--- src/hdl/rmst_pkg.sv ---
// Shared constants, types and helper functions of the range maximum sparse table unit.
`default_nettype none

package rmst_pkg;

  localparam int unsigned MAX_ELEMENTS = 1024;
  localparam int unsigned LEVELS       = 11;
  localparam int unsigned VALUE_WIDTH  = 64;

  localparam int unsigned DATA_W    = 64;
  localparam int unsigned POS_W     = 10;
  localparam int unsigned IDX_W     = $clog2(MAX_ELEMENTS);
  localparam int unsigned CNT_W     = IDX_W + 1;
  localparam int unsigned LVL_W     = $clog2(LEVELS);
  localparam int unsigned ADDR_W    = LVL_W + IDX_W;
  localparam int unsigned RAM_DEPTH = LEVELS * MAX_ELEMENTS;

  localparam logic CMD_LOAD  = 1'b0;
  localparam logic CMD_QUERY = 1'b1;

  typedef logic [ADDR_W-1:0]      addr_t;
  typedef logic [VALUE_WIDTH-1:0] elem_t;

  typedef struct packed {
    logic  busy;
    logic  rd_en;
    addr_t rd_addr_a;
    addr_t rd_addr_b;
    logic  wr_en;
    addr_t wr_addr;
    logic  done;
  } bld_ctl_t;

  typedef struct packed {
    logic  err;
    addr_t rd_addr_a;
    addr_t rd_addr_b;
  } qry_ctl_t;

  // Table address: level in the upper bits, position in the lower bits.
  function automatic addr_t mk_addr(logic [LVL_W-1:0] lvl, logic [IDX_W-1:0] idx);
    return {lvl, idx};
  endfunction

  function automatic elem_t signed_max(elem_t a, elem_t b);
    return ($signed(a) >= $signed(b)) ? a : b;
  endfunction

  // Sign-extend a stored element to the full output word.
  function automatic logic [DATA_W-1:0] widen(elem_t v);
    logic [DATA_W-1:0] r;
    for (int i = 0; i < DATA_W; i++) begin
      r[i] = (i < VALUE_WIDTH) ? v[i] : v[VALUE_WIDTH-1];
    end
    return r;
  endfunction

  // Floor log2 of a nonzero length, clamped to the top table level.
  function automatic logic [LVL_W-1:0] floor_log2(logic [CNT_W-1:0] len);
    logic [LVL_W-1:0] k;
    k = '0;
    for (int i = 0; i < CNT_W; i++) begin
      if (len[i]) begin
        k = LVL_W'(i);
      end
    end
    if (k > LVL_W'(LEVELS - 1)) begin
      k = LVL_W'(LEVELS - 1);
    end
    return k;
  endfunction

endpackage

`default_nettype wire

--- src/hdl/rmst_query.sv ---
// Query decode: range check, window level and the two table addresses.
`default_nettype none

module rmst_query (
  input  logic [rmst_pkg::POS_W-1:0] left_i,
  input  logic [rmst_pkg::POS_W-1:0] right_i,
  input  logic [rmst_pkg::CNT_W-1:0] count_i,
  input  logic                       table_ready_i,
  output rmst_pkg::qry_ctl_t         ctl_o
);
  import rmst_pkg::*;

  logic [CNT_W-1:0] left_w;
  logic [CNT_W-1:0] right_w;
  logic [CNT_W-1:0] len_w;
  logic [CNT_W-1:0] second_w;
  logic [LVL_W-1:0] lvl_w;

  always_comb begin
    left_w   = CNT_W'(left_i);
    right_w  = CNT_W'(right_i);
    len_w    = right_w - left_w + CNT_W'(1);
    lvl_w    = floor_log2(len_w);
    // second window ends at right
    second_w = right_w + CNT_W'(1) - (CNT_W'(1) << lvl_w);

    ctl_o.err       = !table_ready_i || (left_w > right_w) || (right_w >= count_i);
    ctl_o.rd_addr_a = mk_addr(lvl_w, left_w[IDX_W-1:0]);
    ctl_o.rd_addr_b = mk_addr(lvl_w, second_w[IDX_W-1:0]);
  end

endmodule

`default_nettype wire

--- config.mk ---
export PLATFORM = sky130hd
export DESIGN_NAME = rmst_query
export DESIGN_NICKNAME = d
export VERILOG_FILES = /design/src/hdl/rmst_pkg.sv /design/src/hdl/rmst_query.sv
export SDC_FILE = /design/constraint.sdc
export NUM_CORES = 1
export LEC_CHECK = 0
export ABC_AREA = 0
export BUFFER_PORTS_ARGS = -buffer_cell sky130_fd_sc_hd__buf_4
export CAP_MARGIN = 25
export CORE_ASPECT_RATIO = 0.5
export CORE_UTILIZATION = 38
export DETAILED_ROUTE_END_ITERATION = 12
export PLACE_DENSITY = 0.63
export SLEW_MARGIN = 20
export SYNTH_ARGS = -nofsm -noshare
export SYNTH_HDL_FRONTEND = slang
export SYNTH_SLANG_ARGS = --single-unit
--- constraint.sdc ---
create_clock -name vclk -period 10.85
set_clock_uncertainty 0.1 [all_clocks]
set_input_delay 1.085 -clock vclk [all_inputs]
set_output_delay 1.085 -clock vclk [all_outputs]
set_load 0.005 [all_outputs]
# [Word level (Yosys, flattened, before mapping)]
# Index checks and enable logic that the tools add are counted.
[op_classes] eq_ne=0 n_lt_le_gt_ge=3 bitwise_logic=0 reduce_logical=3 mux=11 mul=0 add_sub_neg=4 shifts=1 div=0
[ops] cell="two-way mux 4 bit" count=10
[ops] cell="adder 11 x 1 -> 11 bit (second input constant)" count=1
[ops] cell=">= comparator 10 x 11 -> 1 bit" count=1
[ops] cell="subtractor 10 x 10 -> 11 bit" count=1
[ops] cell="adder 10 x 1 -> 10 bit (second input constant)" count=1
[ops] cell="> comparator 10 bit" count=1
[ops] cell="<< shifter 1 x 4 -> 10 bit (first input constant)" count=1
[ops] cell="subtractor 10 bit" count=1
[ops] cell="> comparator 4 bit (second input constant)" count=1
[ops] cell="logical OR 1 bit" count=2
[ops] cell="zero test 1 bit" count=1
[ops] cell="two-way mux 1 bit" count=1
[totals] register_bits=0 latch_bits=0 inputBits=32 mem_bits_rw=0 mem_bits_ro=0 mem_count=0

# [Longest topological paths before layout]
[depth] depth_word=16 depth_mapped=24

# [Worst setup path after synthesis]
# OpenSTA, ideal clock, no wires.
[synth_path] path_type="in2out" startpoint="input port right_i[1] (netlist bit)" endpoint="output port ctl_o[9] (netlist bit)" required_time_ns=9.665 path_stages=22 path_slack_ns=4.462 n_path_buf=0 arrival_ns=5.203 cell_sequence="inv_1 -> ha_1 -> inv_1 -> ha_1 -> fa_1 -> a211oi_2 -> o21bai_1 -> and2_1 -> o311ai_0 -> and3_1 -> a21oi_2 -> or2_1 -> ha_1 -> inv_1 -> fa_1 -> nor2b_1 -> o21ai_0 -> a21boi_0 -> o21ai_0 -> a21oi_1 -> xnor2_1 -> xnor2_1"
[synth_lines] element="from (decl)" line_no="rmst_query.sv:6" source="input logic [rmst_pkg::POS_W-1:0] right_i,"
[synth_lines] element="to (decl)" line_no="rmst_query.sv:9" source="output rmst_pkg::qry_ctl_t ctl_o"

==> parameters.txt <==
Parameter                              Value

Routing
  Mean number of vias per cell ... 5.069
  Total Routed Length ... 4661 um
  Overall via count from detail_route ... about 1800
  Number of iterations in the first detailed-routing pass ... 4
  Post-route ant nets ... 0
  Average detailed-routed wire length per instance ... 12.84 um
  DRC ... 0
  First-iteration detailed-routing DRC count ... 37

Floorplanning
  Area of the core region ... 0.004658 mm^2
  Ports ... 61
  Effective utilization at floorplan ... 41.87%
  Die Outline Area ... 0.005441 mm^2
  Core Rows ... 17
  Vertical die dimension ... between 50 and 60 um
  Die width ... 103.3 um

Cells and area
  Fillers ... 450
  Layout sequential cell count ... 0
  Area delta synth->final ... 21.23%
  Most common library cell in the layout ignoring fill and taps ... buf_4
  Number of nets in the final layout ... 389
  Number of clock buffer instances in the layout ... 0
  Storage element area ... 0 um^2
  Highest-count cells in the layout ignoring fill and taps ... 61 x buf_4, 56 x ha_1, 41 x inv_1
  Non-Filler Instances ... approximately 360
  Ratio of cells with drive above 1 in the final layout ... 25.25%
  Number of inserted diodes ... 0
  Final std cell area, no fill ... approximately 0.0024 mm^2

Global routing
  Met3 demand-to-capacity share in global routing ... 1.733%
  Total congestion overflow ... 0
  Busiest grt layer ... met2
  Met2 demand-to-capacity share in global routing ... 31.44%
  Initial antenna violation count ... 0
  Global routing usage summed across all routing layers ... 17.70%
  Maximum number of pins on one net before global-route repair ... 9
  Global-route wire length before repair ... 7548 um
  Via count of the first global-routing pass ... around 1700
  GR Util met1 ... between 20% and 30%

Clock tree
  Count of buffers added by post-CTS timing repair for setup ... 0
  Hold Buf Count CTS ... 0
  PostCTS Resize Cnt ... 0

Synthesis
  Avg Synthesized Cell Area ... 7.710 um^2
  Top cells by area in the synthesized netlist ... ha_1 36%, inv_1 7.9%, buf_4 5.4%
  Cell area after synthesis ... 0.001951 mm^2
  Synthesized instance count ... 253
  Synth cell types ... 52
  Warnings from Yosys ... 0
  Proportion of synthesized chip area in sequential cells ... 0%
  Leading area contributor after synthesis ... ha_1
  Proportion of netlist area held by the largest area contributor ... 35.92%
  Synthesized Nets ... approximately 340

Timing
  Count of final hold-check violations ... 0
  Slew of the pin with the lowest slew margin ... 0.7401 ns
  Final setup fails ... 0
  Post-route fraction of the period consumed by the critical path ... 68.00%
  Max Fclk ... about 0.14 GHz
  Final slew viol count ... 0
  Setup tns final ... 0 ns
  Final Critical Period ... 7.378 ns
  Tightest slew margin relative to the limit ... 50.03%
  Setup repair after global routing missed its margin ... false
  Smallest hold slack ... 2.246 ns

Setup path
  Type of origin of the critical path ... input pin
  Worst Path Arrival ... around 6.2 ns
  Crit path from ... right_i[1]
  Kind of critical path ... in -> out
  Slowest cell on crit path ... o311ai_0
  Buf/Inv on CP ... 6
  Endpoint required time on the critical path ... 9.67 ns
  Largest delay share family, worst path ... adder cells
  Nature of the critical path endpoint ... output port
  Worst path max stage delay ... 0.67 ns
  Critical path fanouts, max ... 4

Placed design
  DP HPWL ... between 4000 and 5000 um
  Post-placement cell area ... 0.002365 mm^2
  Gp weighted congestion ... 0.8307
  Count of buffers from port buffering ... between 60 and 70
  Post-Place Cells ... 363

Status
  Status ... finished, final reports clean

Power
  Power Dens Cells ... 75.27 mW/mm^2
  Worst voltage drop across the vdd grid ... 0.06276 mV
  Static Leakage ... 1.232 nW

Worst hold path
  Hold WC Path Type ... in -> out
  Startpoint of the worst hold path ... left_i[0]

Flow run
  Max-cap check violation count ... 0
where the power goes:
group / total, mW / internal (mW) / switching (mW)
registers: 0 / 0 / 0
logic: 0.178 / 0.0870 / 0.0910
clock network: 0 / 0 / 0
synthesized netlist by cell type (3+ instances only):
master / n
a21o_1: 3
a21oi_1: 15
buf_4: 14
ha_1: 56
inv_1: 41
nand2_1: 9
nand2b_1: 7
nand3_1: 7
nand4_1: 3
nor2_1: 11
nor2b_1: 5
nor3_1: 6
o21a_1: 5
o21ai_0: 9
xnor2_1: 11
xor2_1: 3
final timing paths:
check / endpoint / slack (ns) / cells after the start
setup / recovery: ctl_o[9] / 3.47 / 26
hold / removal: ctl_o[14] / 2.25 / 2
cell families (layout without fill, tap and decap cells):
| logic type | Yosys count | in the layout | synth area share [%] |
|---|---|---|---|
| fa+ha+maj | 58 | 58 | 37.97 |
| buf+inv | 58 | 102 | 14.37 |
| simple gates | 63 | 63 | 17.96 |
| compound gates | 57 | 57 | 20.91 |
| xor+xnor | 17 | 17 | 8.788 |
layout make-up:
type,count,area (um^2),area share [%]
Inverter,41,153.9,6.508
Tap cell,66,82.58,3.492
Multi-Input combinational cell,195,1670,70.63
Timing Repair Buffer,61,457.9,19.37
routing by layer:
metal	vias up	wire, um
li1	959	-
met4	0	42
met3	4	264
met5	-	0
met2	38	2054
met1	839	2300
stage by stage:
| stage | util, % | power (mW) | worst slack (ns) |
|---|---|---|---|
| 5_1_grt | 50.77 | 0.1972 | 3.060 |
| 6_report | 50.77 | 0.1780 | 3.472 |
| 3_3_place_gp | 50.77 | 0.1749 | 3.640 |
| 4_1_cts | 50.77 | 0.1780 | 3.453 |
| 3_5_place_dp | 50.77 | 0.1766 | 3.470 |
| 2_1_floorplan | - | 0.1189 | 4.462 |
No activity file was read; power rests on OpenSTA's default activity.
