File: src/hdl/rmst_ram.sv
// Generic RAM with one write port and two registered read ports.
`default_nettype none

module rmst_ram #(
  parameter int unsigned WIDTH  = 64,
  parameter int unsigned DEPTH  = 16,
  parameter int unsigned ADDR_W = $clog2(DEPTH)
) (
  input  logic              clk_i,
  input  logic              we_i,
  input  logic [ADDR_W-1:0] waddr_i,
  input  logic [WIDTH-1:0]  wdata_i,
  input  logic              re_i,
  input  logic [ADDR_W-1:0] raddr_a_i,
  input  logic [ADDR_W-1:0] raddr_b_i,
  output logic [WIDTH-1:0]  rdata_a_o,
  output logic [WIDTH-1:0]  rdata_b_o
);

  logic [WIDTH-1:0] mem [DEPTH];
  logic [WIDTH-1:0] rdata_a_q;
  logic [WIDTH-1:0] rdata_b_q;

  always_ff @(posedge clk_i) begin
    if (we_i) begin
      mem[waddr_i] <= wdata_i;
    end
    // hold read data while no read is issued
    if (re_i) begin
      rdata_a_q <= mem[raddr_a_i];
      rdata_b_q <= mem[raddr_b_i];
    end
  end

  assign rdata_a_o = rdata_a_q;
  assign rdata_b_o = rdata_b_q;

endmodule

`default_nettype wire

File: config.mk
export PLATFORM = sky130hd
export DESIGN_NAME = rmst_ram
export DESIGN_NICKNAME = d
export VERILOG_FILES = /design/src/hdl/rmst_ram.sv
export SDC_FILE = /design/constraint.sdc
export NUM_CORES = 1
export LEC_CHECK = 0
export ABC_CLOCK_PERIOD_IN_PS = 12300
export BUFFER_PORTS_ARGS = -buffer_cell sky130_fd_sc_hd__buf_2
export CORE_AREA = 5 5 420 215
export CTS_CLUSTER_SIZE = 20
export DETAILED_ROUTE_END_ITERATION = 6
export DIE_AREA = 0 0 425 220
export PLACE_DENSITY = 0.75
export REMOVE_ABC_BUFFERS = 1
export SLEW_MARGIN = 20
export SYNTH_ARGS = -nofsm -noshare
export SYNTH_HDL_FRONTEND = slang
export SYNTH_SLANG_ARGS = --single-unit
File: constraint.sdc
create_clock -name clk_i -period 12.3 [get_ports clk_i]
set_clock_uncertainty 0.05 [all_clocks]
set_input_delay 1.23 -clock clk_i [delete_from_list [all_inputs] [get_ports clk_i]]
set_output_delay 1.23 -clock clk_i [all_outputs]
set_load 0.01 [all_outputs]
**Word-level counts from Yosys, hierarchy flattened**

Memory sizes are Yosys's and may differ from the RTL's. A register that Yosys moved wholly into a read port is not among the register bits.
Index checks and enable logic that the tools add are counted.

- Mux-type cells: 2
- Divide/modulo/power cells: 0
- $add $sub $neg: 0
- $lt $le $gt $ge: 0
- Multipliers: 0
- Bitwise logic cells: 0
- Reduce and logical (&&, ||, !) cells: 0
- Shifts and indexed selects: 0
- Equality and inequality tests: 0

Operators by type and width:

| operator | number |
|---|---|
| $mux 1 | 2 |

- Bits in writable memories: 1024
- Bits in read-only memories: 0
- Word-level logic and storage cells: 3
- Input port bits: 79
- Latch bits: 0
- Memories: 1
- Register bits: 0

Memory list:

| name | words | bits a word | rd ports | clocked after memory_dff | wr ports | RTL line | RTL |
|---|---|---|---|---|---|---|---|
| mem | 16 | 64 | 2 | 2 | 1 | 20 | `logic [WIDTH-1:0] mem [DEPTH];` |

**Longest topological paths before layout**

Gate-level depths: netlist of the first run.

- Depth in word-level cells: 2
- Mapped depth: 6
- Gate-level depth less buffers: 3

**Worst setup path before layout of the first run**

OpenSTA, ideal clock, no wires.

- Path kind: input to register
- Start: input port waddr_i[2]
- End: memory mem[0][0], enable pin
- Data arrival time: 6.093 ns
- Cell stages on the path: 2
- Setup slack: 5.591 ns
- Library setup time: 0.565 ns
- Path buffers: 0
- Required time: 11.685 ns
- Cell sequence: or3b_2 -> nor3_1

RTL lines:

| element | RTL line | RTL |
|---|---|---|
| from (decl) | 11 | `input logic [ADDR_W-1:0] waddr_i,` |
| to (decl) | 20 |  |

Straight into the memory's write port.

==> results of run 1 <==
[placed cells by master (no fill, tap or decap), drive strengths merged]
master,netlist,layout
a22oi,256,256
and2,2,2
buf,85,260
bufinv,0,9
clkbuf,83,122
clkinv,0,44
clkinvlp,0,1
diode,0,7
edfxtp,1152,1152
inv,0,1
mux4,512,512
nand2,129,129
nand2b,2,2
nand3,1,1
nand3b,2,2
nor2,14,14
nor2b,4,4
nor3,4,4
or3b,1,1
[worst paths after layout]
kind | end | slack [ns] | cells after the start
worst max-delay path | rdata_b_o[12]$_DFFE_PP_ | 8.18 | 6
worst min-delay path | rdata_a_o[32]$_DFFE_PP_ | 0.73 | 3
worst max register to register | rdata_b_o[27]$_DFFE_PP_ | 10.68 | 3
worst min register to register | rdata_a_o[32]$_DFFE_PP_ | 0.73 | 3
[worst register-to-register path: stages, from the launching register on]
cell      delay [ns]
edfxtp_1        0.41
mux4_2          0.50
a22oi_1         0.26
nand2_1         0.14
[through the flow]
stage / instances / instance area (um^2) / hold slack [ns] / setup WS (ns) / power (mW)
after floorplan: 2079 / 48700 / 0.681 / 5.59 / 4.88
after global placement: 3524 / 51800 / 0.699 / 7.55 / 5.18
after detailed placement: 3524 / 51800 / 0.711 / 7.47 / 5.21
after CTS: 3701 / 55000 / 0.728 / 8.24 / 8.27
after global routing: 3706 / 55000 / 0.762 / 7.97 / 8.48
final: 3708 / 55000 / 0.730 / 8.18 / 8.23
[power by group through the flow]
stage | Sequential [mW] | Clock, mW | Combinational, mW
after floorplan | 4.58 | 0 | 0.302
after global placement | 4.57 | 0 | 0.616
after detailed placement | 4.58 | 0 | 0.629
after CTS | 4.49 | 3.14 | 0.631
after global routing | 4.50 | 3.31 | 0.669
final | 4.49 | 3.10 | 0.630
[final cells by class]
cell class              instances  area, um^2  area share, %
flip-flops and latches       1152       34600           62.9
clock buffers                 122        2650           4.82
multi-input cells             927       14200           25.9
repair buffers                260        1510           2.74
diodes                          7        17.5         0.0319
clock inverters                55         477          0.867
well taps                    1185        1480           2.70
[sequential cells by signal, indices dropped and copies added, names as in the netlist]
name / cells
mem: 1024
rdata_b_o: 64
rdata_a_o: 64
[kinds of logic (layout without fill, tap and decap cells)]
group	count (synthesis)	in the layout	synth area share (%)
buffers and inverters	168	437	1.83
other	0	7	0
AOI/OAI and AO/OA	256	256	3.88
muxes	512	512	23.3
DFF	1152	1152	69.8
and+or+nand+nor	159	159	1.28
[metal layers]
| layer | vias to the layer above | routed length, um | part of all wire (%) |
|---|---|---|---|
| met4 | 8 | 3960 | 3.1 |
| met2 | 1829 | 62300 | 49 |
| met3 | 313 | 13900 | 11 |
| met5 | - | 44 | 0.035 |
| met1 | 14000 | 47100 | 37 |
| li1 | 10300 | - | - |
==> results.tsv, run 1 <==
metric	value	unit
finalSetupViolCount	0	
cts-resized-gates	0	
synth_warnings	0	
yosys-top-cells-area	edfxtp_1, mux4_2, a22oi_1	
r2r-start	mem[3][27]$_DFFE_PP_	
min-delay-start	mem[6][32]$_DFFE_PP_	
yosysMostFrequentCell	edfxtp_1	
synth_seq_cells	1152	
final.period_utilization	33.5	%
coreArea	0.0869	mm^2
cts_tree	built	
power.internal	6.42	mW
worstMarginPinSlew	1.16	ns
cpLargestDelayFamily	buffers and inverters	
ant_nets	0	
io_pins	207	
std_cell_rows	77	
numCtsBuffers	97	
drive_above_1_share	37.0	%
vias_per_cell	7.13	
antenna_found_initial	13	
synth_common_cells	edfxtp_1, mux4_2, a22oi_1, nand2_1, clkbuf_1	
root_buffer	clkbuf_16	
nets	2517	
rsz0062_at_grt	no	
hold_violations	0	
postSynth.asyncResetShare	0	%
status	finished clean	
clkPwrFrac	37.7	%
drt_iter0_markers	3740	
start_kind	input port	
wl	127000	um
grt_use_met3	5.37	%
synth_cells	2247	
max_stage_delay	0.89	ns
ys.flop_type	edfxtp_1	
dr.pass1.iters	6	
cts.sinks	1152	
cp.arrival	4.49	ns
crit_buf_inv	3	
met1_usage	38.4	%
drcViolationCount	0	
place_hpwl	64300	um
cap_violations	0	
synth.top_cell.area_share	69.8	%
insertion_delay	0.69	ns
vias	26400	
grt_max_degree	96	
timing.fmax	243	MHz
dieWidth	425	um
netlist_area	0.0496	mm^2
startpoint	raddr_b_i[1]	
die_area	0.0935	mm^2
gr-total-overflow	0	
irDropWorstVdd	165	uV
fin_util	63.3	%
drv_slew	0	
use_met2	45.4	%
cts_max_level	3	
p_comb_share	7.7	%
seq_power_share	54.6	%
endpoint_kind	register	
grt_first_pass_wirelength	187000	um
p_switching	1.81	mW
port_buffers	206	
synth_area_leader_cell	edfxtp_1	
layout_min_cycle_time	4.12	ns
power_density	150	mW/mm^2
required	12.67	ns
hold_buffers	0	
synth_enable_flop_cells	1152	
crit_type	in2reg	
path_clk_slew	0.07	ns
synth_cell_types	17	
hold_class	reg2reg	
crit_slowest_cell	buf_4	
place.gp.congestion	0.759	
fillers	5766	
avgSynthCellArea	22.1	um^2
area_growth	10.9	%
start_util	57.1	%
post_cts_buffers	0	
grt_busiest_layer	met2	
wl_per_cell	34.3	um
relSlewSlack	22.8	%
first_global_vias	27900	
setup_tns	0	ns
p_sw_share	22.0	%
seq_area_frac_synth	69.8	%
fp.dieH	220	um
leakagePower	17.6	nW
track_usage	27.7	%
cp_cell_sequence	buf_8 -> buf_4 -> buf_4 -> mux4_2 -> a22oi_1 -> nand2_1	
clockBufferDepth	3	
crit_top_cell	buf_4	
critPathMaxFanout	92	
Note: power is estimated with default switching activity, not from simulation.
==> inputs of run 2 (changes only) <==
--- a/config.mk
+++ b/config.mk
@@ -5,7 +5,7 @@
 export SDC_FILE = /design/constraint.sdc
 export NUM_CORES = 1
 export LEC_CHECK = 0
-export ABC_CLOCK_PERIOD_IN_PS = 12300
+export ABC_CLOCK_PERIOD_IN_PS = 4100
 export BUFFER_PORTS_ARGS = -buffer_cell sky130_fd_sc_hd__buf_2
 export CORE_AREA = 5 5 420 215
 export CTS_CLUSTER_SIZE = 20
==> constraint.sdc (replaced) <==
create_clock -name clk_i -period 4.1 [get_ports clk_i]
set_clock_uncertainty 0.05 [all_clocks]
set_input_delay 0.41 -clock clk_i [delete_from_list [all_inputs] [get_ports clk_i]]
set_output_delay 0.41 -clock clk_i [all_outputs]
set_load 0.01 [all_outputs]
==> run 2 against run 1 <==
Against the previous run:
- sequential cell count stayed put
- critical path depth is 1 lower
- routed wire length is 1.4% higher
- first-iteration DRC count is 2.0% higher
- clock power grew to 3.0 times the previous value
- global-route usage is 0.29 points higher
- critical path type unchanged
==> results.tsv, run 2 (synthesized netlist as in run 1, its figures left out) <==
metric	value	unit
nets	2540	
wl	129000	um
finalSetupViolCount	0	
status	finished clean	
post_cts_buffers	0	
drv_slew	0	
power.internal	19.3	mW
gr-total-overflow	0	
cts_max_level	3	
track_usage	28.0	%
ant_nets	0	
numCtsBuffers	96	
setup_tns	0	ns
final_cell_mix	edfxtp_1, mux4_2, a22oi_1	
place_hpwl	66900	um
hold_violations	0	
area_growth	12.1	%
start_util	57.1	%
path_clk_slew	0.07	ns
irDropWorstVdd	294	uV
insertion_delay	0.69	ns
endpoint_kind	register	
relSlewSlack	21.9	%
worstMarginPinSlew	1.17	ns
layout_min_cycle_time	1.96	ns
final_common_cell	edfxtp_1	
dieWidth	425	um
clkPwrFrac	37.7	%
drive_above_1_share	37.5	%
r2r_slack	2.41	ns
drt_iter0_markers	3816	
final.period_utilization	47.8	%
clockBufferDepth	3	
critPathMaxFanout	83	
fin_util	63.9	%
rsz0062_at_grt	no	
hold_buffers	6	
start_kind	input port	
fp.dieH	220	um
std_cell_rows	77	
cap_violations	0	
vias_per_cell	7.12	
p_switching	5.47	mW
cts-resized-gates	0	
cp.arrival	2.31	ns
drcViolationCount	0	
required	4.44	ns
cts_tree	built	
io_pins	207	
vias	26600	
grt_first_pass_wirelength	188000	um
p_sw_share	22.1	%
p_comb_share	7.9	%
coreArea	0.0869	mm^2
grt_max_degree	84	
die_area	0.0935	mm^2
top_register	mem	
root_buffer	clkbuf_16	
power_density	445	mW/mm^2
dr.pass1.iters	6	
largest_reg_flops	1024	
first_global_vias	27900	
hold_class	in2reg	
seq_power_share	54.5	%
crit_type	in2reg	
place.gp.congestion	0.754	
leakagePower	17.8	nW
port_buffers	206	
cts.sinks	1152	
antenna_found_initial	11	
wl_per_cell	34.6	um
timing.fmax	510	MHz
run 2: cell count changes in the layout (fill, tap and decap cells not counted), moves of 3 or more:
cell / before / now
buf_12: 2 / 33
buf_4: 52 / 39
clkinvlp_4: 1 / 4
clkbuf_1: 19 / 13
dlygate4sd3_1: 0 / 6
run 2: final cells by class:
class | instances | area (um^2)
antenna | 8 | 20.0
clock buffer | 114 | 2580
fill | 5751 | 31300
sequential | 1152 | 34600
timing repair buffer | 284 | 2090
multi-input combinational | 927 | 14200
tap | 1185 | 1480
clock inverter | 62 | 558
run 2: worst paths after layout:
kind	start	end	depth (start not counted)
setup / recovery	raddr_a_i[1]	rdata_a_o[34]$_DFFE_PP_	5
hold / removal	wdata_i[2]	mem[10][2]$_DFFE_PP_	1
setup reg to reg	mem[3][34]$_DFFE_PP_	rdata_a_o[34]$_DFFE_PP_	3
hold reg to reg	mem[15][61]$_DFFE_PP_	rdata_b_o[61]$_DFFE_PP_	3
run 2: critical path, cell delays in order:
cell and delay, ns:
buf_8 0.49, buf_4 0.41, mux4_2 0.35, a22oi_1 0.27
nand2_1 0.20
run 2: power by group through the flow:
stage	registers (mW)	clock network (mW)	logic, mW
after global routing	13.5	9.95	2.07
after floorplan	13.7	0	0.906
final	13.5	9.32	1.95
after detailed placement	13.7	0	1.94
after CTS	13.5	9.43	1.95
after global placement	13.7	0	1.90
run 2: metrics by stage:
stage               cell area [um^2]  cells  setup WS, ns  total power [mW]  hold WS (ns)
finish                         55600   3732          2.14              24.7        0.0420
global route                   55600   3730          2.09              25.5        0.0276
CTS                            55500   3724          2.21              24.9      0.000733
detailed placement             52400   3542          1.46              15.7         0.714
global placement               52400   3542          1.49              15.6         0.699
floorplan                      48700   2079         -1.79              14.6         0.459
run 2: routing by layer:
metal  up-vias  routed length, um  track usage [%]
met3       304              14400             5.47
met4         4               4080             9.33
met2      1857              62400             44.4
met5         -                 28                0
met1     14000              48200             40.0
li1      10400                  -                -
