[src/hdl/rmst_pkg.sv]
// Shared constants, types and helper functions of the range maximum sparse table unit.
`default_nettype none

package rmst_pkg;

  localparam int unsigned MAX_ELEMENTS = 1024;
  localparam int unsigned LEVELS       = 11;
  localparam int unsigned VALUE_WIDTH  = 64;

  localparam int unsigned DATA_W    = 64;
  localparam int unsigned POS_W     = 10;
  localparam int unsigned IDX_W     = $clog2(MAX_ELEMENTS);
  localparam int unsigned CNT_W     = IDX_W + 1;
  localparam int unsigned LVL_W     = $clog2(LEVELS);
  localparam int unsigned ADDR_W    = LVL_W + IDX_W;
  localparam int unsigned RAM_DEPTH = LEVELS * MAX_ELEMENTS;

  localparam logic CMD_LOAD  = 1'b0;
  localparam logic CMD_QUERY = 1'b1;

  typedef logic [ADDR_W-1:0]      addr_t;
  typedef logic [VALUE_WIDTH-1:0] elem_t;

  typedef struct packed {
    logic  busy;
    logic  rd_en;
    addr_t rd_addr_a;
    addr_t rd_addr_b;
    logic  wr_en;
    addr_t wr_addr;
    logic  done;
  } bld_ctl_t;

  typedef struct packed {
    logic  err;
    addr_t rd_addr_a;
    addr_t rd_addr_b;
  } qry_ctl_t;

  // Table address: level in the upper bits, position in the lower bits.
  function automatic addr_t mk_addr(logic [LVL_W-1:0] lvl, logic [IDX_W-1:0] idx);
    return {lvl, idx};
  endfunction

  function automatic elem_t signed_max(elem_t a, elem_t b);
    return ($signed(a) >= $signed(b)) ? a : b;
  endfunction

  // Sign-extend a stored element to the full output word.
  function automatic logic [DATA_W-1:0] widen(elem_t v);
    logic [DATA_W-1:0] r;
    for (int i = 0; i < DATA_W; i++) begin
      r[i] = (i < VALUE_WIDTH) ? v[i] : v[VALUE_WIDTH-1];
    end
    return r;
  endfunction

  // Floor log2 of a nonzero length, clamped to the top table level.
  function automatic logic [LVL_W-1:0] floor_log2(logic [CNT_W-1:0] len);
    logic [LVL_W-1:0] k;
    k = '0;
    for (int i = 0; i < CNT_W; i++) begin
      if (len[i]) begin
        k = LVL_W'(i);
      end
    end
    if (k > LVL_W'(LEVELS - 1)) begin
      k = LVL_W'(LEVELS - 1);
    end
    return k;
  endfunction

endpackage

`default_nettype wire

[src/hdl/rmst_build.sv]
// Table build sequencer: walks each level, reading two windows and writing their maximum.
`default_nettype none

module rmst_build (
  input  logic                       clk_i,
  input  logic                       rst_ni,
  input  logic                       start_i,
  input  logic [rmst_pkg::CNT_W-1:0] count_i,
  output rmst_pkg::bld_ctl_t         ctl_o
);
  import rmst_pkg::*;

  typedef enum logic [2:0] {
    B_IDLE = 3'b001,
    B_READ = 3'b010,
    B_GAP  = 3'b100
  } bld_state_e;

  bld_state_e       state_q, state_d;
  logic [LVL_W-1:0] lvl_q, lvl_d;
  logic [IDX_W-1:0] pos_q, pos_d;
  logic [CNT_W-1:0] n_q, n_d;
  logic             wr_pend_q, wr_pend_d;
  addr_t            wr_addr_q, wr_addr_d;

  logic [CNT_W-1:0] span_w;
  logic [IDX_W-1:0] half_w;
  logic [LVL_W-1:0] lvl_prev_w;
  logic             last_pos_w;
  logic             next_ok_w;
  logic             start_ok_w;

  always_comb begin
    span_w     = CNT_W'(1) << lvl_q;
    half_w     = IDX_W'(span_w >> 1);
    lvl_prev_w = lvl_q - LVL_W'(1);
    last_pos_w = (CNT_W'(pos_q) + span_w) == n_q;
    next_ok_w  = ((CNT_W'(lvl_q) + CNT_W'(1)) < CNT_W'(LEVELS)) && ((span_w << 1) <= n_q);
    start_ok_w = count_i >= CNT_W'(2);
  end

  always_comb begin
    state_d   = state_q;
    lvl_d     = lvl_q;
    pos_d     = pos_q;
    n_d       = n_q;
    wr_pend_d = 1'b0;
    wr_addr_d = wr_addr_q;
    unique case (state_q)
      B_IDLE: begin
        if (start_i && start_ok_w) begin
          state_d = B_READ;
          lvl_d   = LVL_W'(1);
          pos_d   = '0;
          n_d     = count_i;
        end
      end
      B_READ: begin
        wr_pend_d = 1'b1;
        wr_addr_d = mk_addr(lvl_q, pos_q);
        if (last_pos_w) begin
          state_d = B_GAP;
        end else begin
          pos_d = pos_q + IDX_W'(1);
        end
      end
      B_GAP: begin
        // let the last write of the level land before reading it back
        if (next_ok_w) begin
          state_d = B_READ;
          lvl_d   = lvl_q + LVL_W'(1);
          pos_d   = '0;
        end else begin
          state_d = B_IDLE;
        end
      end
      default: begin
        state_d = B_IDLE;
      end
    endcase
  end

  always_comb begin
    ctl_o.busy      = state_q != B_IDLE;
    ctl_o.rd_en     = state_q == B_READ;
    ctl_o.rd_addr_a = mk_addr(lvl_prev_w, pos_q);
    ctl_o.rd_addr_b = mk_addr(lvl_prev_w, pos_q + half_w);
    ctl_o.wr_en     = wr_pend_q;
    ctl_o.wr_addr   = wr_addr_q;
    ctl_o.done      = ((state_q == B_IDLE) && start_i && !start_ok_w) ||
                      ((state_q == B_GAP) && !next_ok_w);
  end

  always_ff @(posedge clk_i or negedge rst_ni) begin
    if (!rst_ni) begin
      state_q   <= B_IDLE;
      wr_pend_q <= 1'b0;
    end else begin
      state_q   <= state_d;
      wr_pend_q <= wr_pend_d;
    end
  end

  always_ff @(posedge clk_i) begin
    lvl_q     <= lvl_d;
    pos_q     <= pos_d;
    n_q       <= n_d;
    wr_addr_q <= wr_addr_d;
  end

endmodule

`default_nettype wire

[config.mk]
export PLATFORM = sky130hd
export DESIGN_NAME = rmst_build
export DESIGN_NICKNAME = d
export VERILOG_FILES = /design/src/hdl/rmst_pkg.sv /design/src/hdl/rmst_build.sv
export SDC_FILE = /design/constraint.sdc
export NUM_CORES = 1
export LEC_CHECK = 0
export BUFFER_PORTS_ARGS = -buffer_cell sky130_fd_sc_hd__buf_2
export CAP_MARGIN = 20
export CORE_AREA = 2 2 81 83
export CTS_CLUSTER_SIZE = 24
export DETAILED_ROUTE_END_ITERATION = 6
export DIE_AREA = 0 0 83 85
export GPL_ROUTABILITY_DRIVEN = 0
export PLACE_DENSITY_LB_ADDON = 0.08
export SETUP_SLACK_MARGIN = 0.5
export SYNTH_ARGS = -nofsm -noshare
export SYNTH_HDL_FRONTEND = slang
export SYNTH_SLANG_ARGS = --single-unit
[constraint.sdc]
create_clock -name clk_i -period 4.4 [get_ports clk_i]
set_clock_uncertainty 0.1 [all_clocks]
set_input_delay 0.88 -clock clk_i [delete_from_list [all_inputs] [get_ports clk_i]]
set_output_delay 0.88 -clock clk_i [all_outputs]
set_load 0.02 [all_outputs]
After elaboration in Yosys (flattened, before gate mapping)

Index checks and enable logic that the tools add are counted.

Register bits: 43
Input port bits: 14
Output and inout port bits: 46
Word-level logic and storage cells: 51

Add/subtract/negate cells: 6
Order comparisons: 3
Eq/ne operators: 9
Shifts and indexed selects: 1
Multiplexer cells: 12
Reductions and logical operators: 14

Operator list:

| cell                  | number |
|---|---|
| $mux 10               | 3 |
| $pmux 10 s3           | 1 |
| $add 10x11->11        | 1 |
| $eq 11x11->1          | 1 |
| $ge 11x2->1 const B   | 1 |
| $le 11x11->1          | 1 |
| $shl 1x4->11 const A  | 1 |
| $add 10x1->10 const B | 1 |
| $add 10x10->10        | 1 |
| $pmux 3 s3            | 1 |
| $mux 4                | 2 |
| $pmux 4 s2            | 1 |
| $mux 3                | 2 |
| $ne 2x2->1 const B    | 3 |
| $add 4x1->5 const B   | 1 |
| $logic_and 1x1->1     | 5 |
| $lt 5x4->1 const B    | 1 |
| $add 4x1->4 const B   | 1 |
| $reduce_and 2->1      | 2 |
| $reduce_and 4->1      | 1 |
| $sub 4x1->4 const B   | 1 |
| $eq 3x1->1 const B    | 1 |
| $eq 3x2->1 const B    | 1 |
| $eq 3x3->1 const B    | 1 |
| other kinds (9)       | 10 |

Longest topological paths before layout

Gate-level depths: netlist of run 1.

Depth after elaboration: 6
Gate-level depth with buffers: 14
Mapped depth without buffers: 12

Worst setup path after synthesis of run 1

OpenSTA, ideal clock, no wires.

Path kind: register -> output
Start point: register lvl_q[0]
End point: output port ctl_o[24] (netlist name)
Arrival: 2,940 ps
Required time: 3,420 ps
Setup slack: 480 ps
Stages on the path, launching flop included: 14
Cells stage by stage: edfxtp_1 > inv_1 > ha_1 > or3b_1 > buf_6 > xnor2_1 > ha_1 > o221ai_1 > a21boi_1 > o21ai_0 > nand2b_1 > a21o_1 > a21oi_1 > xnor2_1

RTL lines:

| item                     | RTL line          | RTL |
|---|---|---|
| start: declaration       | rmst_build.sv:20  | `logic [LVL_W-1:0] lvl_q, lvl_d;` |
| start signal: assignment | rmst_build.sv:105 | `lvl_q <= lvl_d;` |
| end: declaration         | rmst_build.sv:9   | `output rmst_pkg::bld_ctl_t ctl_o` |

==> results of run 1 <==
-- flip-flops by register name, indices dropped and copies added (netlist names) --
register / flops
lvl_q: 4
n_q: 11
pos_q: 10
state_q: 3
wr_addr_q: 14
wr_pend_q: 1
-- area by class of cell --
type,instances,area (um^2)
repair buffers,83,495
fillers,504,2130
clock inverters,2,60.1
multi-input cells,257,2020
inverters,15,56.3
flip-flops and latches,43,1270
well taps,77,96.3
clock buffers,6,72.6
-- cells by family (layout without fill, tap and decap cells) --
logic type | count (synthesis) | after routing | share of synthesized area
simple gates | 123 | 123 | 0.207
flops | 43 | 43 | 0.388
xor+xnor | 37 | 37 | 0.101
compound gates | 63 | 63 | 0.130
buf+inv | 31 | 106 | 0.0469
fa+ha+maj | 32 | 32 | 0.121
mux | 2 | 2 | 0.00686
-- repair_timing --
item | CTS | global route
pin swaps | 4 | 9
endpoints found under the setup margin | 14 | 13
gates resized for setup | 22 | 22
setup buffers | 14 | 4
-- worst max-delay path: stages (launching register included) --
cell,delay (ps)
edfxtp_1,430
inv_2,110
buf_4,130
ha_1,200
and2_4,180
ha_2,310
a31oi_2,250
a21boi_2,90
o21ai_1,120
nand2b_1,90
a21o_1,200
a21oi_2,150
xnor2_1,130
buf_4,160
-- metrics by stage --
stage,instances,setup WS [ps]
floorplan,331,582
global placement,457,317
detailed placement,457,266
CTS,479,438
global route,483,389
finish,483,558
-- worst min-delay path by stage --
| stage | start | to | slack, ps | depth (start not counted) |
|---|---|---|---|---|
| 6_report | rst_ni | wr_pend_q$_DFF_PN0_ | 280 | 1 |
| 5_1_grt | rst_ni | wr_pend_q$_DFF_PN0_ | 260 | 1 |
| 4_1_cts | rst_ni | wr_pend_q$_DFF_PN0_ | 280 | 1 |
| 3_5_place_dp | lvl_q[1]$_SDFFCE_PP0P_ | wr_addr_q[11]$_DFFE_PP_ | 500 | 0 |
| 3_3_place_gp | lvl_q[1]$_SDFFCE_PP0P_ | wr_addr_q[11]$_DFFE_PP_ | 480 | 0 |
| 2_1_floorplan | lvl_q[3]$_SDFFCE_PP0P_ | wr_addr_q[13]$_DFFE_PP_ | 410 | 0 |
-- power groups by stage --
stage	Combinational, mW	Sequential, mW	Clock [mW]
floorplan	0.000582	0.449	0
global placement	0.00814	0.449	0
detailed placement	0.00830	0.449	0
CTS	0.00828	0.440	0.374
global route	0.00930	0.440	0.391
finish	0.00816	0.440	0.369
-- layout by cell type (no fill, tap or decap), types with 4 or more instances in the layout --
cell type  instances
clkbuf_8           5
a21o_1             7
edfxtp_1          39
nor2_1            29
and2_1             9
buf_2             57
ha_1              21
buf_4             22
nand2b_1           4
nor4_1             6
ha_4               6
xnor2_1           15
inv_1             14
xor2_1            21
nand3_1           13
nor2b_1            5
o21ai_0            8
nand2_1           19
nor3_1             6
buf_6              4
a21oi_1           17
-- metal layers --
metal / track usage / up-vias / wire (um)
li1: - / 1353 / -
met1: 0.295 / 1287 / 3410
met2: 0.380 / 95 / 3900
met3: 0.0379 / 15 / 442
met4: 0.0730 / 0 / 170
met5: 0 / - / 0
==> metrics.md, run 1 <==
| Metric | Value |
|---|---|
| Status | `completed` |
| Max-cap violations | `0` |
| Total global routing overflow | `0` |
| Clk buf depth | `2` |
| Vias in the first global route | `around 2,600` |
| Layout Area Growth over Synthesis | `24.1%` |
| Most instantiated library cell after synthesis | `edfxtp_1` |
| Yosys cell types | `62` |
| Synth top area share | `0.357` |
| I/O pin count | `60` |
| Horiz. Die Dim | `83 um` |
| # diodes | `0` |
| Fmax | `260 MHz` |
| Routed via count | `2,750` |
| Root buffer cell | `clkbuf_8` |
| WP data arrival | `about 2900 ps` |
| Post-CTS Hold Buffers | `0` |
| Leakage | `between 1.5 and 2 nW` |
| Total Wirelength | `7.92 mm` |
| Seq/Total Area, Yosys | `0.388` |
| Dpl hpwl | `5.82 mm` |
| Core Util, Final | `0.656` |
| Number of vias per cell | `5.69` |
| Clock-pin slew on the worst setup and hold paths | `90 ps` |
| CP endpoint kind | `output port` |
| Port bufs | `59` |
| Layout cell share with drive strength beyond 1 | `0.320` |
| Most frequent cells after synthesis | `edfxtp_1 (39), ha_1 (30), nor2_1 (30)` |
| Crit share post-route | `0.873` |
| Core area | `6200 um^2` |
| Pwr Total | `0.817 mW` |
| Largest net degree at the start of global routing | `18` |
| Top FF cell, synth | `edfxtp_1` |
| Req. time, crit path | `3420 ps` |
| Initial antenna violation count | `0` |
| # clock sinks | `43` |
| Number of flops mapped to enable cells by yosys | `39` |
| Final setup TNS | `0 ps` |
| Total CTS buffers | `5` |
| Share of total power in combinational logic | `0.010` |
| Clock share of power | `0.451` |
| Post-synthesis cell count | `331` |
| Drt initial violations | `147` |
| Worst Hold Class | `input port to async pin` |
| GRT Total Usage | `0.224` |
| Final Hold Viols | `0` |
| Setup slack, reg-to-reg | `640 ps` |
| Reg2reg start | `lvl_q[0]$_SDFFCE_PP1P_` |
| Top cell type by total area after synthesis | `edfxtp_1` |
| Slew margin rel. | `0.621` |
| FP Rows | `29` |
| Pwr dens | `201 nW/um^2` |
| Pint | `0.672 mW` |
| Critical Path Start | `lvl_q[0]$_SDFFCE_PP1P_` |
| Post-route ant nets | `0` |
| Kind of critical path | `register to output port` |
| Sw Share | `0.178` |
| Seq cells post-synth | `43` |
| Router iterations before antenna repair | `4` |
| P_sw | `approximately 0.15 mW` |
| Clk_lat worst skew | `roughly 300 ps` |
| DRC Markers | `0` |
| Ys Warns | `0` |
| Min Tclk post-route | `3840 ps` |
| Placed instance area | `3620 um^2` |
| Setup crit end | `ctl_o[24]` |
| R2r endpoint | `pos_q[9]$_SDFFCE_PN0P_` |
| Syn_area_per_cell | `between 9 and 10 um^2` |
| Mapped Nets | `375` |
| Area contributors post-synth | `edfxtp_1 (36%), ha_1 (11%), xor2_1 (5.6%)` |
| Count of pins over their slew limit | `0` |
| Min Hold Slack | `~280 ps` |
| Setup violators final | `0` |
| Ys async rst share | `0.0930` |
| First-pass GRT wire length | `12.7 mm` |
| Worst-Margin Slew | `about 560 ps` |
| Die area | `just over 7000 um^2` |
| Synth Cell Area | `3280 um^2` |
| Crit Path Max Fanout | `5` |
| CP Launch Type | `register` |
| Sequential power share | `0.539` |
| Post-route cell area | `roughly 4100 um^2` |
| CTS tree | `built` |
| Starting density of the core | `0.529` |
| WL/cell | `16.4 um` |
| Unrepaired setup endpoints after global routing | `yes` |
| CTS H-tree lvls | `2` |
| Chip height | `85 um` |
| Worst vdd rail ir drop | `between 0.1 and 0.15 mV` |
| Final #Nets | `roughly 450` |
| Worst R2R Path Depth | `13` |
Note: power is estimated with default switching activity, not from simulation.
==> run 2, diff against run 1 <==
Settings changed: CAP_MARGIN 20 to not set, MAX_ROUTING_LAYER set to met4.
Clock period 4.4 ns to 4.8 ns, I/O delays scaled along.
==> run 2 against run 1 <==
Against the previous run: final cell count shrank 2.3%; cell area shrank 5.5%; non-clock buffer count shrank 11; wire length is 4.5% lower; clock power down 8.1%; die area stayed put; critical path depth unchanged; worst hold slack better by 86 ps; critical path type unchanged; largest cell class unchanged; largest power group unchanged.
==> metrics.md, run 2 (synthesized netlist as in run 1, its figures left out) <==
| Metric | Value |
|---|---|
| Post-CTS Hold Buffers | `0 (unchanged)` |
| I/O pin count | `60 (unchanged)` |
| Pwr dens | `195 nW/um^2 (-2.9%)` |
| FP Rows | `29 (unchanged)` |
| Layout cell share with drive strength beyond 1 | `0.253 (-0.0670)` |
| Clk buf depth | `2 (unchanged)` |
| Die area | `7060 um^2 (unchanged)` |
| Worst Hold Class | `input port to async pin` |
| Dpl hpwl | `5.78 mm (-0.72%)` |
| Placement Setup Slack | `578 ps (+312 ps)` |
| Root buffer cell | `clkbuf_8` |
| Leakage | `1.76 nW (-2.7%)` |
| # clock sinks | `43 (unchanged)` |
| CP endpoint kind | `output port` |
| Drt initial violations | `119 (-19%)` |
| WP data arrival | `3110 ps (+250 ps)` |
| Largest net degree at the start of global routing | `18 (unchanged)` |
| Clock-pin slew on the worst setup and hold paths | `90 ps (about the same)` |
| First-pass GRT wire length | `12.4 mm (-2.1%)` |
| CP Launch Type | `register` |
| Starting density of the core | `0.529 (unchanged)` |
| Post-route ant nets | `0 (unchanged)` |
| Commonest non-fill, non-tap cell in the layout | `buf_2` |
| Max-cap violations | `0 (unchanged)` |
| Layout Area Growth over Synthesis | `17.2%` |
| Setup slack, reg-to-reg | `930 ps (+290 ps)` |
| Total Wirelength | `7.57 mm (-4.5%)` |
| CTS tree | `built` |
| WL/cell | `16.0 um (-2.2%)` |
| Placed insts | `453 (-0.88%)` |
| Slew margin rel. | `0.588 (-0.0332)` |
| # diodes | `0 (unchanged)` |
| Setup violators final | `0 (unchanged)` |
| Req. time, crit path | `3740 ps (+320 ps)` |
| Worst-Margin Slew | `617 ps (+54.0 ps)` |
| Port bufs | `59 (unchanged)` |
| Core area | `6200 um^2 (unchanged)` |
| Final Hold Viols | `0 (unchanged)` |
| Fmax | `around 240 MHz` |
| Post-layout worst setup margin | `633 ps (+75.9 ps)` |
| Kind of critical path | `register to output port` |
| Crit-path cells | `buf_4, ha_1, ha_1, nor2b_2, ha_1, nand4_1, a211oi_2, o211ai_1, o21ai_1, a21oi_1, or2_2, o21bai_1, buf_2` |
| Most flops, register | `wr_addr_q` |
| Clk_lat worst skew | `300 ps (about the same)` |
| Total CTS buffers | `5 (unchanged)` |
| Min Hold Slack | `362 ps (+85.9 ps)` |
| Final setup TNS | `0 ps (unchanged)` |
| Top cell by count, worst path | `ha_1` |
| DRC Markers | `0 (unchanged)` |
| Slowest CP cell | `edfxtp_1` |
| Vias in the first global route | `2,548 (-1.9%)` |
| Placed instance area | `3590 um^2 (-0.83%)` |
| Crit Path Max Fanout | `7 (+2)` |
| Pwr Total | `0.750 mW (-8.2%)` |
| Initial antenna violation count | `0 (unchanged)` |
| Routed via count | `2,699 (-1.9%)` |
| Top Registers | `wr_addr_q: 14 flops, n_q: 11 flops, pos_q: 10 flops` |
| CTS H-tree lvls | `2 (unchanged)` |
| Count of pins over their slew limit | `0 (unchanged)` |
| Crit share post-route | `0.868` |
| Router iterations before antenna repair | `4 (unchanged)` |
| Core Util, Final | `0.620 (-0.0361)` |
| GRT Total Usage | `0.224 (-0.000669)` |
| Most frequent cells in the layout | `buf_2 (59), edfxtp_1 (39), nor2_1 (30)` |
| Worst vdd rail ir drop | `0.112 mV (-18%)` |
| Horiz. Die Dim | `83 um (unchanged)` |
| Status | `completed` |
| Post-route cell area | `3850 um^2 (-5.5%)` |
| Chip height | `85 um (unchanged)` |
| Fin cells | `472 (-2.3%)` |
| Unrepaired setup endpoints after global routing | `yes` |
| Max reg flops | `14 (unchanged)` |
| Total global routing overflow | `0 (unchanged)` |
| Min Tclk post-route | `4170 ps` |
| Slowest cell delay on critical path | `430 ps (about the same)` |
| Number of vias per cell | `5.72 (+0.43%)` |
| Final #Nets | `438 (-2.4%)` |
-- run 2: worst max-delay path, delay by kind of cell, from the launching register on --
| kind | cells | cell delay (ps) |
|---|---|---|
| fa+ha+maj | 3 | 720 |
| flops | 1 | 430 |
| buf+inv | 2 | 340 |
| compound gates | 5 | 680 |
| simple gates | 3 | 640 |
-- run 2: path summary, 6_finish.rpt --
| kind | startpoint | endpoint | depth (start not counted) |
|---|---|---|---|
| worst max-delay path | lvl_q[0]$_SDFFCE_PP1P_ | ctl_o[0] | 13 |
| worst min-delay path | rst_ni | wr_pend_q$_DFF_PN0_ | 1 |
| worst max register to register | lvl_q[3]$_SDFFCE_PP0P_ | pos_q[9]$_SDFFCE_PN0P_ | 12 |
| worst min register to register | lvl_q[1]$_SDFFCE_PP0P_ | wr_addr_q[11]$_DFFE_PP_ | 0 |
| max in group asynchronous | rst_ni | state_q[0]$_DFFE_PN1P_ | 1 |
| min in group clk_i | lvl_q[1]$_SDFFCE_PP0P_ | wr_addr_q[11]$_DFFE_PP_ | 0 |
-- run 2: area by class of cell --
type,count,area (um^2)
Clock buffer,5,68.8
Clock inverter,3,67.6
Fill cell,546,2360
Inverter,15,56.3
Multi-Input combinational cell,257,1890
Sequential cell,43,1270
Tap cell,77,96.3
Timing Repair Buffer,72,393
-- run 2: timing repair --
action,4_1_cts,5_1_grt
setup buffers,1,10
setup endpoints to repair,1,4
gates cloned,0,0
resized for setup,2,8
pin swaps,0,1
-- run 2: report_power, final --
group	internal, mW	leakage (nW)	total (mW)	switching, mW
logic	0.00406	1.26	0.00762	0.00355
clock network	0.208	0.0644	0.339	0.131
registers	0.404	0.440	0.404	0
-- run 2: per-layer routing --
layer	wire, um	track usage	part of all wire	up-vias
li1	-	-	-	1329
met1	3300	0.279	0.44	1284
met2	3820	0.389	0.51	78
met3	367	0.0311	0.048	8
met4	78	0.0507	0.010	0
met5	0	-	0	-
==> run 3, diff against run 2 <==
Settings changed: CELL_PAD_IN_SITES_DETAIL_PLACEMENT set to 1, CELL_PAD_IN_SITES_GLOBAL_PLACEMENT set to 1, CORE_AREA 2 2 81 83 to 2 2 87 89, DIE_AREA 0 0 83 85 to 0 0 89 91.
==> run 3 against run 2 <==
Against the previous run: flip-flop and latch count stayed put; power is 14% lower; wire length is 20% higher; clock-buffer cell count is 1 higher; critical path type unchanged.
==> metrics.md, run 3 (synthesized netlist as in run 1, its figures left out) <==
| Metric | Value |
|---|---|
| Final Hold Viols | `0 (unchanged)` |
| Total Wirelength | `9.10 mm (+20%)` |
| I/O pin count | `60 (unchanged)` |
| Slowest CP cell | `edfxtp_1` |
| Worst-Margin Slew | `727 ps (+110 ps)` |
| Worst Hold Class | `input port to async pin` |
| Clk_lat worst skew | `310 ps (about the same)` |
| Core area | `7140 um^2 (+15%)` |
| P_sw | `0.137 mW (+1.8%)` |
| Share of total power in combinational logic | `0.012 (+0.002)` |
| Crit Path Max Fanout | `7 (unchanged)` |
| Total global routing overflow | `0 (unchanged)` |
| Fmax | `241 MHz (+0.61%)` |
| Chip height | `91 um (+7.1%)` |
| # diodes | `0 (unchanged)` |
| Post-CTS Hold Buffers | `0 (unchanged)` |
| Top cell by count, worst path | `a21oi_1` |
| Drt initial violations | `158 (+33%)` |
| First-pass GRT wire length | `14.7 mm (+18%)` |
| WP buf/inv | `2 (unchanged)` |
| CTS tree | `built` |
| Dpl hpwl | `6.65 mm (+15%)` |
| Kind of critical path | `register to output port` |
| DRC Markers | `0 (unchanged)` |
| Horiz. Die Dim | `89 um (+7.2%)` |
| Setup violators final | `0 (unchanged)` |
| Count of pins over their slew limit | `0 (unchanged)` |
| Pint | `0.510 mW (-17%)` |
| Leakage | `1.73 nW (-1.7%)` |
| Slowest cell delay on critical path | `450 ps (+20 ps)` |
| # clock sinks | `43 (unchanged)` |
| Min Tclk post-route | `4140 ps (-25.2 ps)` |
| Sequential power share | `0.624 (+0.086)` |
| Router iterations before antenna repair | `4 (unchanged)` |
| Most flops, register | `wr_addr_q` |
| FP Rows | `31 (+6.9%)` |
| Crit-path cells | `buf_6, ha_2, ha_1, nor2b_2, maj3_1, a31oi_2, a21oi_1, a21o_1, a21oi_1, xnor2_1, buf_2` |
| Max-cap violations | `0 (unchanged)` |
| Layout Area Growth over Synthesis | `18.3%` |
| Root buffer cell | `clkbuf_8` |
| Commonest non-fill, non-tap cell in the layout | `buf_2` |
| Final #Nets | `439 (+0.23%)` |
| Pwr Total | `0.647 mW (-14%)` |
| Crit share post-route | `0.863 (-0.00525)` |
| GRT Total Usage | `0.242 (+0.0177)` |
| CP endpoint kind | `output port` |
| Met3 Wirelength | `358 um (-2.5%)` |
| WP data arrival | `3080 ps (-30 ps)` |
| Unrepaired setup endpoints after global routing | `no` |
| Initial antenna violation count | `0 (unchanged)` |
| Worst vdd rail ir drop | `0.0937 mV (-16%)` |
| Pwr dens | `167 nW/um^2 (-15%)` |
| Largest net degree at the start of global routing | `18 (unchanged)` |
| Max reg flops | `14 (unchanged)` |
| Starting density of the core | `0.460 (-0.0691)` |
| Largest delay contributor family on the critical path | `adder cells` |
| Max layer used | `met4` |
| Port bufs | `59 (unchanged)` |
| Top Registers | `wr_addr_q: 14 flops, n_q: 11 flops, pos_q: 10 flops` |
| Most frequent cells in the layout | `buf_2 (58), edfxtp_1 (39), nor2_1 (30)` |
| Met1 wire length | `3.82 mm (+16%)` |
| Layout cell share with drive strength beyond 1 | `0.275 (+0.0221)` |
| Post-route ant nets | `0 (unchanged)` |
| Met2 wire length | `4.78 mm (+25%)` |
| Clk buf depth | `2 (unchanged)` |
| Clock-pin slew on the worst setup and hold paths | `80 ps (about the same)` |
| WL/cell | `18.4 um (+15%)` |
| Number of vias per cell | `5.58 (-2.4%)` |
| Req. time, crit path | `3740 ps (about the same)` |
| CTS H-tree lvls | `2 (unchanged)` |
| Vias in the first global route | `2,840 (+11%)` |
| Clock share of power | `0.365 (-0.087)` |
| Routed via count | `2,763 (+2.4%)` |
| Final setup TNS | `0 ps (unchanged)` |
| Slew margin rel. | `0.515 (-0.0734)` |
| Total CTS buffers | `5 (unchanged)` |
| Status | `completed` |
| CP Launch Type | `register` |
| Die area | `8100 um^2 (+15%)` |
| Sw Share | `0.212 (+0.0324)` |
-- run 3: cell types whose count changed in the layout (fill, tap and decap cells not counted), sizes merged --
cell	before	now
buf	72	73
bufinv	2	0
clkbuf	5	6
clkinv	0	1
-- run 3: worst reg2reg max path, stage by stage, from the launching register on --
cell       delay (ps)
edfxtp_1          420
inv_2             100
buf_4             140
ha_1              220
and3_4            220
ha_1              360
xnor2_1           290
nor2_1            100
a2111oi_0         450
nand4_1           150
nor3_1            200
nand3_1           150
nor4_4            390
nor2_1             70
buf_4             200
-- run 3: per-stage QoR --
step	setup slack, ps	cells	hold slack (ps)	util	instance area, um^2
after CTS	516	486	329	0.525	3750
after global placement	636	475	488	0.507	3620
final	659	495	340	0.544	3880
after detailed placement	518	475	474	0.507	3620
after floorplan	800	331	407	-	3280
after global routing	500	495	330	0.544	3880
-- run 3: path summary, 6_finish.rpt --
kind | start | endpoint | cells after the start | slack [ps]
worst min-delay path | rst_ni | wr_pend_q$_DFF_PN0_ | 1 | 340
worst max register to register | lvl_q[0]$_SDFFCE_PP1P_ | pos_q[0]$_SDFFCE_PN0P_ | 14 | 990
worst max-delay path | lvl_q[0]$_SDFFCE_PP1P_ | ctl_o[25] | 11 | 660
min in group clk_i | pos_q[9]$_SDFFCE_PN0P_ | wr_addr_q[9]$_DFFE_PP_ | 0 | 520
max in group asynchronous | rst_ni | state_q[0]$_DFFE_PN1P_ | 1 | 4060
worst min register to register | pos_q[9]$_SDFFCE_PN0P_ | wr_addr_q[9]$_DFFE_PP_ | 0 | 520
-- run 3: final cells by class --
| cell class | count | area, um^2 |
|---|---|---|
| timing repair buffer | 73 | 407 |
| clock buffer | 6 | 72.6 |
| tap | 99 | 124 |
| inverter | 15 | 56.3 |
| multi-input combinational | 257 | 1940 |
| fill | 835 | 3260 |
| sequential | 43 | 1270 |
| clock inverter | 2 | 12.5 |
-- run 3: power by group through the flow --
| stage | clock [mW] | sequential, mW | combinational (mW) |
|---|---|---|---|
| 3_5_place_dp | 0 | 0.412 | 0.00768 |
| 4_1_cts | 0.245 | 0.404 | 0.00767 |
| 2_1_floorplan | 0 | 0.412 | 0.000534 |
| 6_report | 0.236 | 0.403 | 0.00747 |
| 5_1_grt | 0.254 | 0.404 | 0.00864 |
| 3_3_place_gp | 0 | 0.412 | 0.00731 |
-- run 3: timing repair --
action | 4_1_cts | 5_1_grt
setup buffers | 3 | 9
setup endpoints to repair | 3 | 13
gates resized for setup | 5 | 20
pin swaps | 0 | 4
-- run 3: per-layer routing --
layer,vias up,GRT usage
li1,1329,-
met1,1359,0.306
met2,64,0.396
met3,11,0.0318
met4,0,0.0808
met5,-,-
